`src/design/qpr_pkg.sv`:
```
// Shared widths, types and rounding helpers for the quaternion product and rotate pipeline.
package qpr_pkg;

  localparam int DATA_WIDTH = 16;
  localparam int FRAC_BITS  = 14;

  localparam int PROD_W  = 2 * DATA_WIDTH;
  localparam int SUM_W   = PROD_W + 2;
  localparam int VPROD_W = SUM_W + DATA_WIDTH;
  localparam int ACC_W   = VPROD_W + 2;

  typedef logic signed [DATA_WIDTH-1:0] data_t;
  typedef logic signed [PROD_W-1:0]     prod_t;
  typedef logic signed [SUM_W-1:0]      sum_t;
  typedef logic signed [VPROD_W-1:0]    vprod_t;
  typedef logic signed [ACC_W-1:0]      acc_t;
  typedef logic signed [ACC_W:0]        wide_t;

  typedef enum logic {
    KIND_PRODUCT = 1'b0,
    KIND_ROTATE  = 1'b1
  } kind_t;

  // Component order in every quad is w, x, y, z; in every vector it is x, y, z.
  typedef struct packed {
    logic                  valid;
    kind_t                 kind;
    data_t [3:0]           a;
    data_t [3:0]           b;
  } in_t;

  typedef struct packed {
    logic                  valid;
    kind_t                 kind;
    data_t [2:0]           vec;
    prod_t [3:0][3:0]      prod;
  } s1_t;

  typedef struct packed {
    logic                  valid;
    kind_t                 kind;
    data_t [2:0]           vec;
    sum_t  [3:0]           q;
    sum_t  [2:0][2:0]      m;
  } s2_t;

  typedef struct packed {
    logic                  valid;
    kind_t                 kind;
    sum_t  [3:0]           q;
    vprod_t [2:0][2:0]     vp;
  } s3_t;

  typedef struct packed {
    logic                  valid;
    kind_t                 kind;
    acc_t  [3:0]           val;
  } s4_t;

  typedef struct packed {
    data_t                 value;
    logic                  clipped;
  } sat_t;

  localparam sum_t  ONE_M   = sum_t'(64'sd1 <<< (2 * FRAC_BITS));
  localparam wide_t HALF_Q  = wide_t'(64'sd1 <<< (FRAC_BITS - 1));
  localparam wide_t HALF_V  = wide_t'(64'sd1 <<< (2 * FRAC_BITS - 1));
  localparam wide_t DATA_HI = wide_t'((64'sd1 <<< (DATA_WIDTH - 1)) - 64'sd1);
  localparam wide_t DATA_LO = -DATA_HI - wide_t'(1);

  // Round half up at the fraction point of the given kind, then clip to the data range.
  function automatic sat_t round_sat(input acc_t v, input kind_t kind);
    wide_t t;
    wide_t r;
    sat_t  s;
    t = wide_t'(v);
    if (kind == KIND_ROTATE) begin
      r = (t + HALF_V) >>> (2 * FRAC_BITS);
    end else begin
      r = (t + HALF_Q) >>> FRAC_BITS;
    end
    if (r > DATA_HI) begin
      s.value   = DATA_HI[DATA_WIDTH-1:0];
      s.clipped = 1'b1;
    end else if (r < DATA_LO) begin
      s.value   = DATA_LO[DATA_WIDTH-1:0];
      s.clipped = 1'b1;
    end else begin
      s.value   = r[DATA_WIDTH-1:0];
      s.clipped = 1'b0;
    end
    return s;
  endfunction

endpackage

```
`src/design/qpr_form.sv`:
```
// Second stage: Hamilton product sums and the expanded rotation matrix entries.
module qpr_form (
  input  logic          clk,
  input  logic          rst,
  input  qpr_pkg::s1_t  s1,
  output qpr_pkg::s2_t  s2
);

  qpr_pkg::sum_t p [4][4];
  qpr_pkg::sum_t q [4];
  qpr_pkg::sum_t m [3][3];

  always_comb begin
    for (int i = 0; i < 4; i++) begin
      for (int j = 0; j < 4; j++) begin
        p[i][j] = qpr_pkg::sum_t'($signed(s1.prod[i][j]));
      end
    end

    q[0] = p[0][0] - p[1][1] - p[2][2] - p[3][3];
    q[1] = p[0][1] + p[1][0] + p[2][3] - p[3][2];
    q[2] = p[0][2] - p[1][3] + p[2][0] + p[3][1];
    q[3] = p[0][3] + p[1][2] - p[2][1] + p[3][0];

    // With the operand set to a: p[1][1] is xx, p[1][2] is xy, p[0][1] is wx, and so on.
    m[0][0] = qpr_pkg::ONE_M - ((p[2][2] + p[3][3]) <<< 1);
    m[0][1] = (p[1][2] - p[0][3]) <<< 1;
    m[0][2] = (p[1][3] + p[0][2]) <<< 1;
    m[1][0] = (p[1][2] + p[0][3]) <<< 1;
    m[1][1] = qpr_pkg::ONE_M - ((p[1][1] + p[3][3]) <<< 1);
    m[1][2] = (p[2][3] - p[0][1]) <<< 1;
    m[2][0] = (p[1][3] - p[0][2]) <<< 1;
    m[2][1] = (p[2][3] + p[0][1]) <<< 1;
    m[2][2] = qpr_pkg::ONE_M - ((p[1][1] + p[2][2]) <<< 1);
  end

  always_ff @(posedge clk) begin
    if (rst) begin
      s2.valid <= 1'b0;
    end else begin
      s2.valid <= s1.valid;
    end
    s2.kind <= s1.kind;
    s2.vec  <= s1.vec;
    for (int i = 0; i < 4; i++) begin
      s2.q[i] <= q[i];
    end
    for (int r = 0; r < 3; r++) begin
      for (int c = 0; c < 3; c++) begin
        s2.m[r][c] <= m[r][c];
      end
    end
  end

endmodule

```
`config.mk`:
```
export PLATFORM = sky130hd
export DESIGN_NAME = qpr_form
export DESIGN_NICKNAME = d
export VERILOG_FILES = /design/src/design/qpr_pkg.sv /design/src/design/qpr_form.sv
export SDC_FILE = /design/constraint.sdc
export NUM_CORES = 2
export LEC_CHECK = 0
export BUFFER_PORTS_ARGS = -buffer_cell sky130_fd_sc_hd__buf_2
export CORE_AREA = 4 4 411 413
export CTS_BUF_LIST = sky130_fd_sc_hd__clkbuf_8
export CTS_CLUSTER_SIZE = 10
export DETAILED_ROUTE_END_ITERATION = 12
export DIE_AREA = 0 0 415 417
export PLACE_DENSITY_LB_ADDON = 0.08
export SLEW_MARGIN = 20
export SYNTH_ARGS = -nofsm -noshare
export SYNTH_HDL_FRONTEND = slang
export SYNTH_SLANG_ARGS = --single-unit
```
`constraint.sdc`:
```
create_clock -name clk -period 6.7 [get_ports clk]
set_input_delay 1.34 -clock clk [delete_from_list [all_inputs] [get_ports clk]]
set_output_delay 1.34 -clock clk [all_outputs]
set_load 0.01 [all_outputs]
```
# Word level (Yosys, flattened, before mapping)
# Index checks and enable logic that the tools add are counted.
[totals]
reg_bits = 486
latch_bits = 0
ram_bits = 0
romBits = 0
inputBits = 564
mem_count = 0
[classes]
addsub = 23
multipliers = 0
div = 0
magnitude_cmp = 0
n_eq_ne = 0
shift = 0
n_mux = 0
bitwise = 0
n_reduce_logical = 0
[ops]
columns = ["cell", "n"]
rows = [
  ["adder 32 x 32 -> 33 bit", 7],
  ["subtractor 32 x 32 -> 33 bit", 5],
  ["subtractor 30 x 34 -> 34 bit (first input constant)", 3],
  ["adder 33 x 32 -> 34 bit", 2],
  ["adder 34 x 32 -> 34 bit", 2],
  ["subtractor 33 x 32 -> 34 bit", 2],
  ["subtractor 34 x 32 -> 34 bit", 2],
]

# Logic depth before layout (Yosys ltp)
[logic_depth]
word_depth = 3
mapped_depth = 28

# Worst setup path before layout
# No wires, ideal clock.
[synth_timing]
kind = "input -> register"
startpoint = "input port s1[96] in the netlist's numbering"
endpoint = "register s2[441] in the netlist's numbering"
t_arrival_ns = 6.025
path_slack_ns = 0.602
path_stages = 27
path_cell_list = "ha_1 -> inv_1 -> fa_1 -> o21bai_1 -> a21oi_1 -> o21ai_0 -> a21oi_1 -> o21a_1 -> nor2_1 -> nor2_1 -> o21bai_1 -> a21oi_1 -> o311ai_0 -> xor2_1 -> fa_1 -> inv_1 -> ha_1 -> clkbuf_1 -> a21o_1 -> a21o_1 -> a21oi_1 -> and3_1 -> a21o_1 -> o2111ai_1 -> a31o_2 -> a21oi_1 -> xnor2_1"
[synth_rtl]
columns = ["item", "line_no", "source"]
rows = [
  ["start, declared", "qpr_form.sv:5", "input qpr_pkg::s1_t s1,"],
  ["end, declared", "qpr_form.sv:6", "output qpr_pkg::s2_t s2"],
]

==> qor.txt <==
========================================================================================
Std-Cell Rows                                                                        149
I/O pin count                                                                       1056
Core area                                                                   165000 sq um
Detailed router's first-iteration violation count                                   1930
Via count normalized by instance count                                              4.44
Number of clock buffers inserted by TritonCTS                                        101
Async set or reset register ratio after synthesis                                      0
Number of flip-flops in the largest register                                         480
Status                                                                      finished, final reports clean
Starting Density                                                                   0.236
Routed wire length                                                             171000 um
Required arrival time at the worst endpoint                                      7.38 ns
DRT antenna net count                                                                  0
Hold/Removal Path Class                                                        in -> reg
Top flip-flop cell by instance count after synthesis                             dfxtp_1
Setup repair after global routing missed its margin                                   no
Cell repeated most along the worst path                                          a21oi_1
Endpoints failing hold                                                                 0
Most frequent cells in the layout                                           1046 x buf_2, 732 x inv_1, 480 x dfxtp_1
Detailed placement HPWL                                                        151000 um
Type of element launching the critical path                                    input pin
Number of sinks on the clock net                                                     480
Synth cell types                                                                      90
Number of maximum-capacitance constraint violations                                    0
Bufs and invs on worst path                                                            5
Count of warnings emitted by yosys                                                     0
Leading registers by flop count                                                 s2 (480)
Number of max-slew violations in the final report                                      0
Count of endpoints failing setup in the final report                                   0
Syn_area_per_cell                                                             8.64 sq um
GRT Util Overall                                                                   0.191
Post-CTS Setup Bufs                                                                    0
VDD IR-drop max                                                                 0.207 mV
Wire length of the first global-routing pass                                   244000 um
Number of H-tree branching levels                                                      3
Combinational Power Share                                                          0.486
Clock-pin transition on the worst setup and hold timing paths                    0.07 ns
Total standard cell area after synthesis                                     38900 sq um
Final global-route overflow total                                                      0
Achievable clock frequency                                                       173 MHz
Arrival time of data at the critical path endpoint                               6.45 ns
Areal power density over the cells                                           305 nW/um^2
# DRC                                                                                  0
Type of element capturing the critical path                                     register
Relative slew margins                                                              0.282
Hold-fix buffer count after cts                                                        0
Crit path largest cell delay                                                     0.44 ns
Dominant delay contributor by cell family on the critical path              compound AO/OA/AOI/OAI gates
Number of synthesized register bits                                                  480
Biggest register                                                                      s2
Clock Power Share                                                                  0.244
Horizontal die dimension                                                          415 um
Most common cell after layout, fill and taps aside                                 buf_2
Maximum buffer depth of the clock tree                                                 3
Final core utilization                                                             0.298
Routed wirelength normalized by instance count                                   21.7 um
Sum of negative setup slack                                                         0 ns
WS Path Type                                                                   in -> reg
Library cell used as clock root buffer                                          clkbuf_8
Die outline area                                                            173000 sq um
DRT Pass-1 Iters                                                                       7
Leakage component of the power                                                   24.4 nW
Number of antenna violations at the first check in global routing                     84
DIE HEIGHT                                                                        417 um
Number of port buffers                                                              1046
Gate Count Post-Synth                                                               4498
Internal cell power                                                              8.75 mW
P_sw                                                                             6.22 mW
Shortest period the worst path allows                                            5.78 ns
Slowest CP cell                                                                     fa_1
Portion of the post-synthesis area used by sequential elements                     0.247
Maximum number of pins on one net before global-route repair                          15
Layout cells sized above 1                                                         0.228
Worst-path fanout max                                                                  7
EDFF count, synth                                                                      0
Routability cong.                                                                  0.914
Area added between synthesis and finish                                            26.3%
Via count                                                                          35000
Vias in the first global route                                                     35400
CTS tree                                                                           built
Number of instances resized during post-cts repair                                     0
Portion of the clock cycle consumed by the worst path in the final layout          0.862
Reg power frac                                                                     0.270
Actual transition at the worst max-transition pin                                1.07 ns
NumNets Final                                                                       6847
Net switching fraction of the power                                                0.415
========================================================================================
-- Yosys cell counts, types with 85 or more instances --
cell type	number	share of area
inv_1	711	0.069
dfxtp_1	480	0.25
ha_1	454	0.15
nor2_1	344	0.033
a21oi_1	327	0.042
xnor2_1	324	0.073
fa_1	237	0.12
nand2_1	195	0.019
o21ai_0	164	0.021
a21o_1	125	0.024
xor2_1	118	0.027
nor3_1	85	0.011
-- metrics by stage --
stage,setup slack [ns],power [mW],instances,cell area [sq um],hold WS [ns]
6_report,0.923,15.0,7888,49100,0.625
5_1_grt,0.508,16.2,7882,49100,0.519
3_5_place_dp,0.0953,11.5,7678,46700,1.44
2_1_floorplan,0.602,8.44,4506,38900,1.37
4_1_cts,1.05,15.3,7866,49000,0.467
3_3_place_gp,0.129,11.5,7678,46700,1.44
-- area by class of cell --
| class | count | area, sq um |
|---|---|---|
| inverter | 711 | 2670 |
| multi-input combinational | 3220 | 26200 |
| fill | 18200 | 116000 |
| tap | 2189 | 2740 |
| clock buffer | 134 | 1840 |
| timing repair buffer | 1078 | 5480 |
| clock inverter | 54 | 480 |
| antenna | 22 | 55.1 |
| sequential | 480 | 9610 |
-- per-layer routing --
layer | up-vias | GRT usage | routed length, um
li1 | 17300 | - | -
met1 | 16500 | 0.223 | 69500
met2 | 939 | 0.343 | 86300
met3 | 287 | 0.0441 | 9990
met4 | 38 | 0.0645 | 5280
met5 | - | 0 | 230
-- final timing paths --
path                     from      end  slack (ns)  depth (start not counted)
worst max-delay path   s1[96]  s2[440]        0.92                         27
worst min-delay path  s1[521]  s2[451]        0.62                          1
-- power groups by stage --
| stage | Combinational, mW | Sequential [mW] | Clock [mW] |
|---|---|---|---|
| floorplan | 3.96 | 4.48 | 0 |
| global placement | 7.42 | 4.12 | 0 |
| detailed placement | 7.37 | 4.12 | 0 |
| CTS | 7.42 | 4.07 | 3.85 |
| global route | 8.08 | 4.13 | 3.95 |
| finish | 7.27 | 4.05 | 3.65 |
-- kinds of logic after synthesis --
logic type,Yosys count,share of synthesized area
simple gates,1008,0.125
xor+xnor,442,0.0996
other cells,1,0.0000965
mux,6,0.00161
fa+ha+maj,691,0.268
flops,480,0.247
compound gates,1064,0.179
buf+inv,806,0.0791
Power figures use the tool's default switching activity.
