**src/design/qpr_pkg.sv**
```systemverilog
// Shared widths, types and rounding helpers for the quaternion product and rotate pipeline.
package qpr_pkg;

  localparam int DATA_WIDTH = 16;
  localparam int FRAC_BITS  = 14;

  localparam int PROD_W  = 2 * DATA_WIDTH;
  localparam int SUM_W   = PROD_W + 2;
  localparam int VPROD_W = SUM_W + DATA_WIDTH;
  localparam int ACC_W   = VPROD_W + 2;

  typedef logic signed [DATA_WIDTH-1:0] data_t;
  typedef logic signed [PROD_W-1:0]     prod_t;
  typedef logic signed [SUM_W-1:0]      sum_t;
  typedef logic signed [VPROD_W-1:0]    vprod_t;
  typedef logic signed [ACC_W-1:0]      acc_t;
  typedef logic signed [ACC_W:0]        wide_t;

  typedef enum logic {
    KIND_PRODUCT = 1'b0,
    KIND_ROTATE  = 1'b1
  } kind_t;

  // Component order in every quad is w, x, y, z; in every vector it is x, y, z.
  typedef struct packed {
    logic                  valid;
    kind_t                 kind;
    data_t [3:0]           a;
    data_t [3:0]           b;
  } in_t;

  typedef struct packed {
    logic                  valid;
    kind_t                 kind;
    data_t [2:0]           vec;
    prod_t [3:0][3:0]      prod;
  } s1_t;

  typedef struct packed {
    logic                  valid;
    kind_t                 kind;
    data_t [2:0]           vec;
    sum_t  [3:0]           q;
    sum_t  [2:0][2:0]      m;
  } s2_t;

  typedef struct packed {
    logic                  valid;
    kind_t                 kind;
    sum_t  [3:0]           q;
    vprod_t [2:0][2:0]     vp;
  } s3_t;

  typedef struct packed {
    logic                  valid;
    kind_t                 kind;
    acc_t  [3:0]           val;
  } s4_t;

  typedef struct packed {
    data_t                 value;
    logic                  clipped;
  } sat_t;

  localparam sum_t  ONE_M   = sum_t'(64'sd1 <<< (2 * FRAC_BITS));
  localparam wide_t HALF_Q  = wide_t'(64'sd1 <<< (FRAC_BITS - 1));
  localparam wide_t HALF_V  = wide_t'(64'sd1 <<< (2 * FRAC_BITS - 1));
  localparam wide_t DATA_HI = wide_t'((64'sd1 <<< (DATA_WIDTH - 1)) - 64'sd1);
  localparam wide_t DATA_LO = -DATA_HI - wide_t'(1);

  // Round half up at the fraction point of the given kind, then clip to the data range.
  function automatic sat_t round_sat(input acc_t v, input kind_t kind);
    wide_t t;
    wide_t r;
    sat_t  s;
    t = wide_t'(v);
    if (kind == KIND_ROTATE) begin
      r = (t + HALF_V) >>> (2 * FRAC_BITS);
    end else begin
      r = (t + HALF_Q) >>> FRAC_BITS;
    end
    if (r > DATA_HI) begin
      s.value   = DATA_HI[DATA_WIDTH-1:0];
      s.clipped = 1'b1;
    end else if (r < DATA_LO) begin
      s.value   = DATA_LO[DATA_WIDTH-1:0];
      s.clipped = 1'b1;
    end else begin
      s.value   = r[DATA_WIDTH-1:0];
      s.clipped = 1'b0;
    end
    return s;
  endfunction

endpackage

```
**src/design/qpr_round.sv**
```systemverilog
// Fifth stage: rounding, saturation and the result registers.
module qpr_round (
  input  logic            clk,
  input  logic            rst,
  input  qpr_pkg::s4_t    s4,
  output logic            done,
  output qpr_pkg::data_t  r_w,
  output qpr_pkg::data_t  r_x,
  output qpr_pkg::data_t  r_y,
  output qpr_pkg::data_t  r_z,
  output logic            saturated
);

  qpr_pkg::sat_t rs [4];

  always_comb begin
    for (int i = 0; i < 4; i++) begin
      rs[i] = qpr_pkg::round_sat($signed(s4.val[i]), s4.kind);
    end
  end

  always_ff @(posedge clk) begin
    if (rst) begin
      done <= 1'b0;
    end else begin
      done <= s4.valid;
    end
  end

  always_ff @(posedge clk) begin
    r_w       <= rs[0].value;
    r_x       <= rs[1].value;
    r_y       <= rs[2].value;
    r_z       <= rs[3].value;
    saturated <= rs[0].clipped | rs[1].clipped | rs[2].clipped | rs[3].clipped;
  end

endmodule
```
**config.mk**
```make
export PLATFORM = sky130hd
export DESIGN_NAME = qpr_round
export DESIGN_NICKNAME = d
export VERILOG_FILES = /design/src/design/qpr_pkg.sv /design/src/design/qpr_round.sv
export SDC_FILE = /design/constraint.sdc
export NUM_CORES = 1
export LEC_CHECK = 0
export ABC_AREA = 0
export BUFFER_PORTS_ARGS = -buffer_cell sky130_fd_sc_hd__buf_2
export CAP_MARGIN = 15
export CORE_MARGIN = 2
export CORE_UTILIZATION = 40
export DETAILED_ROUTE_END_ITERATION = 7
export PLACE_DENSITY = 0.65
export SYNTH_ARGS = -nofsm -noshare
export SYNTH_HDL_FRONTEND = slang
export SYNTH_SLANG_ARGS = --single-unit
```
**constraint.sdc**
```tcl
create_clock -name clk -period 4.25 [get_ports clk]
set_input_delay 0.2125 -clock clk [delete_from_list [all_inputs] [get_ports clk]]
set_output_delay 0.2125 -clock clk [all_outputs]
set_load 0.05 [all_outputs]
```
# Word-level counts from Yosys, hierarchy flattened
# Index checks and enable logic that the tools add are counted.
[totals]
reg_bits = 66
out_inout_bits = 66
inputBits = 212
word_cells = 37
[classes]
bitwise = 3
mux = 12
addsub = 8
magnitude_cmp = 8
[ops]
columns = ["cell", "n"]
rows = [
  ["$add 52x15->53 const B", 4],
  ["$add 52x29->53 const B", 4],
  ["$gt 53x16->1 const B", 4],
  ["$lt 53x16->1 const B", 4],
  ["$mux 53", 4],
  ["$mux 17", 4],
  ["$mux 1", 4],
  ["$or 1x1->1", 3],
]

# Logic depth before layout (Yosys ltp)
[logic_depth]
depth_word = 8
ltp_mapped = 14
ltp_nobuf = 10

# Least setup slack after synthesis
# No wires, ideal clock.
[synth_path]
path_kind = "input to register"
startpoint = "input s4[169] in the netlist's numbering"
endpoint = "register saturated"
required_ns = 4.110
slack_ns = 0.963
n_path_buf = 0
setup_time_ns = 0.140
t_arrival_ns = 3.147
stages = 10
path_cell_list = "ha_1 nand3_1 or4_4 or4_4 o221ai_2 o2111ai_1 or4_1 o41a_1 nand2b_1 nand4bb_1"
[synth_between]
elab_chain_cells = 6
elab_cells_between_ends = 8
classes_between = "add/sub (2); order compare (2); mux (3); bitwise (1)"
[synth_lines]
columns = ["item", "line_no", "text"]
rows = [
  ["start: declaration", "qpr_round.sv:5", "input qpr_pkg::s4_t s4,"],
  ["$add 52x15->53 or $add 52x29->53 (tied branches)", "qpr_pkg.sv:80, qpr_pkg.sv:78", ""],
  ["$mux 53 (*)", "qpr_pkg.sv:77", "if (kind == KIND_ROTATE) begin"],
  ["$lt 53x16->1", "qpr_pkg.sv:85", "end else if (r < DATA_LO) begin"],
  ["$mux 17", "qpr_pkg.sv:85", ""],
  ["$mux 1 (*)", "qpr_pkg.sv:82", "if (r > DATA_HI) begin"],
  ["$or 1x1->1 (*)", "qpr_round.sv:35", "saturated <= rs[0].clipped | rs[1].clipped | rs[2].clipped | rs[3].clipped;"],
  ["end signal: assignment", "qpr_round.sv:35", ""],
  ["end: declaration", "qpr_round.sv:11", "output logic saturated"],
]
# Every way passes the cells marked *; elsewhere a longest branch is shown, timed or not.
# A chain may end at the register's enable or synchronous reset.

# Worst setup path in the final report
[layout_path]
startpoint = "input s4[169] in the netlist's numbering"
endpoint = "register r_z[12]"
[layout_between]
elab_chain_cells = 4
elab_cells_between_ends = 6
classes_between = "add/sub (2); order compare (2); mux (2)"
[layout_lines]
columns = ["item", "line_no", "text"]
rows = [
  ["$add 52x15->53 or $add 52x29->53 (tied branches)", "qpr_pkg.sv:80, qpr_pkg.sv:78", ""],
  ["$mux 53 (*)", "qpr_pkg.sv:77", ""],
  ["$lt 53x16->1", "qpr_pkg.sv:85", ""],
  ["$mux 17", "qpr_pkg.sv:85", ""],
  ["end signal: assignment", "qpr_round.sv:34", "r_z <= rs[3].value;"],
  ["end: declaration", "qpr_round.sv:10", "output qpr_pkg::data_t r_z,"],
]
# Marked as above.

==> summary.txt <==
Outcome
  – Result of the run: finished clean

Route
  – Vias after detailed routing: 10,200
  – First-pass detailed-route iteration total: 7
  – Routed vias/inst: 5.87
  – Routed wire length: 30,100 um
  – Iteration-0 DRC count of the detailed router: 886
  – Routed Antenna Nets: 0
  – DRC violations left: 0
  – Routed len/inst: 17.3 um

Critical path
  – Levels on crit path: 12
  – Category of the most critical setup path: in2reg
  – Endpoint arrival time on the critical path: 3.64 ns
  – Cell with the largest stage delay on the worst path: nor4_1
  – Ordered list of cells on the worst path: buf_2 -> ha_1 -> nand3_1 -> buf_4 -> nor4_2 -> a21oi_1 -> nor4_1 -> nand4_1 -> or4_1 -> o41a_1 -> buf_4 -> o21a_1
  – Critical Path End Type: register
  – Number of buffer and inverter stages on the critical path: 3
  – Critical Path Most Common Cell: buf_4
  – CP Launch Type: primary input
  – Crit path max-delay family: simple AND/OR/NAND/NOR gates
  – Capturing element of the worst setup path: r_z[12]
  – CP Max Fanout: 10
  – Critical Path Start: s4[169]
  – Data required time of the worst path: 4.48 ns
  – Largest stage delay, worst path: 0.59 ns

Logic synthesis
  – Top-area cell type share of the netlist area: 14.9%
  – Synthesized net count: 1,504
  – Register bit total from synthesis: 66
  – Biggest area contributors in the synthesized netlist: dfxtp_1, xnor2_1, xor2_1
  – Average footprint of a synthesized cell: 6.91 um^2
  – Number of cells produced by synthesis: 1,284
  – Sequential area share after synthesis: 14.9%
  – Number of distinct library cells after synthesis: 79
  – Cell taking the most area after synthesis: dfxtp_1
  – Share of flip-flops with an asynchronous set or reset: 0%
  – Total of warnings raised by yosys: 0
  – Count of flip-flops with a built-in enable after synthesis: 0
  – Post-synth design cell area: 8880 um^2
  – Top_reg_cell synth: dfxtp_1

STA
  – Transition time at the pin with the least slew margin: 1.04 ns
  – Final-report hold violation count: 0
  – Peak clock frequency supported by timing: 293 MHz
  – Final setup fails: 0
  – Min Clock Period, post-route: 3.41 ns
  – Part of the cycle the worst path needs: 80.2%
  – RSZ-0062 raised after global routing: no
  – Slew Viols, Final: 0
  – Max-slew headroom at the worst pin: 30.5%
  – Summed negative setup slack over all endpoints: 0 ns

Cells and area
  – Final cell count without fillers: 1,743
  – Post-route cell area: 10,500 um^2
  – Fraction of final layout cells with drive strength greater than 1: 21.9%
  – Final-stage net count: 1,677
  – Layout overhead on the synthesized area: 18.8%
  – Most common cell after layout, fill and taps aside: buf_2
  – Share of the core filled with cells in the final layout: 48.3%
  – Commonest non-fill, non-tap cells in the layout: buf_2, nand2_1, nor2_1, nand3_1, xnor2_1

Global routing
  – Overall fraction of global-route tracks in use: 25.0%
  – Largest net degree at the start of global routing: 113
  – Number of global-route vias before repair: 9,609
  – Initial antenna violation count: 1
  – GR Overflow Total: 0
  – Global-route wire length before repair: 48,900 um

Clock tree
  – Number of gates given a new drive strength after cts: 0
  – TritonCTS Buffers: 9
  – Maximum clock path buffer count: 2
  – TritonCTS Sinks: 66
  – Clock transition at the registers of the reported paths: 0.06 ns
  – Clock root buffer: clkbuf_16
  – Total of hold buffers inserted after clock tree synthesis: 0
  – TritonCTS clock tree: yes
  – Post-CTS setup buffer count: 0
  – H-tree Lvls: 3

Pwr
  – PD cells: 220 nW/um^2
  – Static leakage: 3.98 nW
  – Worst VDD drop: 0.198 mV
  – Pwr Total: 2.32 mW

Flow run
  – Maximum Capacitance Violations: 0

Die
  – I/O Pins: 278
  – Die Area: 23,400 um^2
  – Die width: 153 um
  – Total core area: 21,800 um^2
  – Vertical die dimension: 153 um
  – Initial standard-cell utilization of the core: 40.7%
  – Number of cell rows: 54

Place
  – Post-Place Cell Area: 10,200 um^2
  – Sum of net half-perimeters after detailed placement: 23,100 um
  – GPL Wtd Cong: 0.945
  – Number of placed instances, taps included: 1,726
  – Count of port buffers added during placement: 225

Worst hold path
  – Number of cells traversed by the worst hold path: 2
  – Path type of the worst min-delay path: in2reg
==> registers in the layout (all words and copies together) (netlist names) <==
register,count
r_y,16
r_x,16
done,1
r_w,16
r_z,16
saturated,1
==> area by class of cell <==
| cell class | count | area (um^2) |
|---|---|---|
| Sequential cell | 66 | 1320 |
| Clock buffer | 10 | 239 |
| Tap cell | 280 | 350 |
| Clock inverter | 6 | 66.3 |
| Antenna cell | 1 | 2.50 |
| Fill cell | 2267 | 11300 |
| Inverter | 20 | 75.1 |
| Multi-Input combinational cell | 1100 | 7070 |
| Timing Repair Buffer | 260 | 1420 |
==> where the power goes <==
group | internal [mW] | switching [mW]
clock | 0.472 | 0.313
sequential | 0.669 | 0.0115
combinational | 0.285 | 0.574
==> stage by stage <==
step | worst slack (ns) | hold slack [ns]
after floorplan | 0.963 | 0.284
after global placement | 0.565 | 0.373
after detailed placement | 0.508 | 0.374
after CTS | 0.862 | 0.00209
after global routing | 0.639 | 0.00623
final | 0.843 | 0.0228
==> cell families after synthesis <==
kind of cell / Yosys count / synth area share [%]
AOI/OAI and AO/OA: 267 / 21.0
xor gates and xnor gates: 163 / 16.1
adders and majority gates: 8 / 1.13
buffers and inverters: 118 / 5.47
DFF: 66 / 14.9
muxes: 23 / 2.65
and+or+nand+nor: 639 / 38.8
==> worst min path at each step <==
stage	start	endpoint	slack [ns]
after CTS	rst	done	0.002
final	rst	done	0.02
after floorplan	rst	done	0.28
after global placement	rst	done	0.37
after detailed placement	rst	done	0.37
after global routing	rst	done	0.006
==> synthesized netlist by cell type, types with 5 or more instances <==
library cell / instances
nor2b_1: 12
dfxtp_1: 66
a31oi_1: 12
or2_2: 12
nand4_1: 57
or3_1: 19
o21a_1: 22
nand2b_1: 5
mux2i_1: 19
buf_1: 6
nor3_1: 54
o211ai_1: 5
inv_1: 20
nor4_1: 51
ha_1: 8
and4_1: 19
a31o_2: 5
o31ai_1: 13
xor2_1: 80
nand2_1: 124
or4_1: 25
and3_1: 21
a21oi_1: 48
o21ai_0: 61
a21o_1: 19
clkbuf_1: 70
nor4_2: 6
and2_1: 8
nor2_1: 108
buf_2: 19
a21bo_1: 10
nand3_1: 93
xnor2_1: 83
o31a_1: 6
a211oi_1: 12
==> layer usage <==
layer	vias to the layer above	part of all wire (%)	global-route usage, %
met5	-	0	0
met4	0	1.8	7.10
met3	42	7.0	4.71
met2	381	46	41.2
met1	4722	45	33.4
li1	5093	-	-
Note: power is estimated with default switching activity, not from simulation.
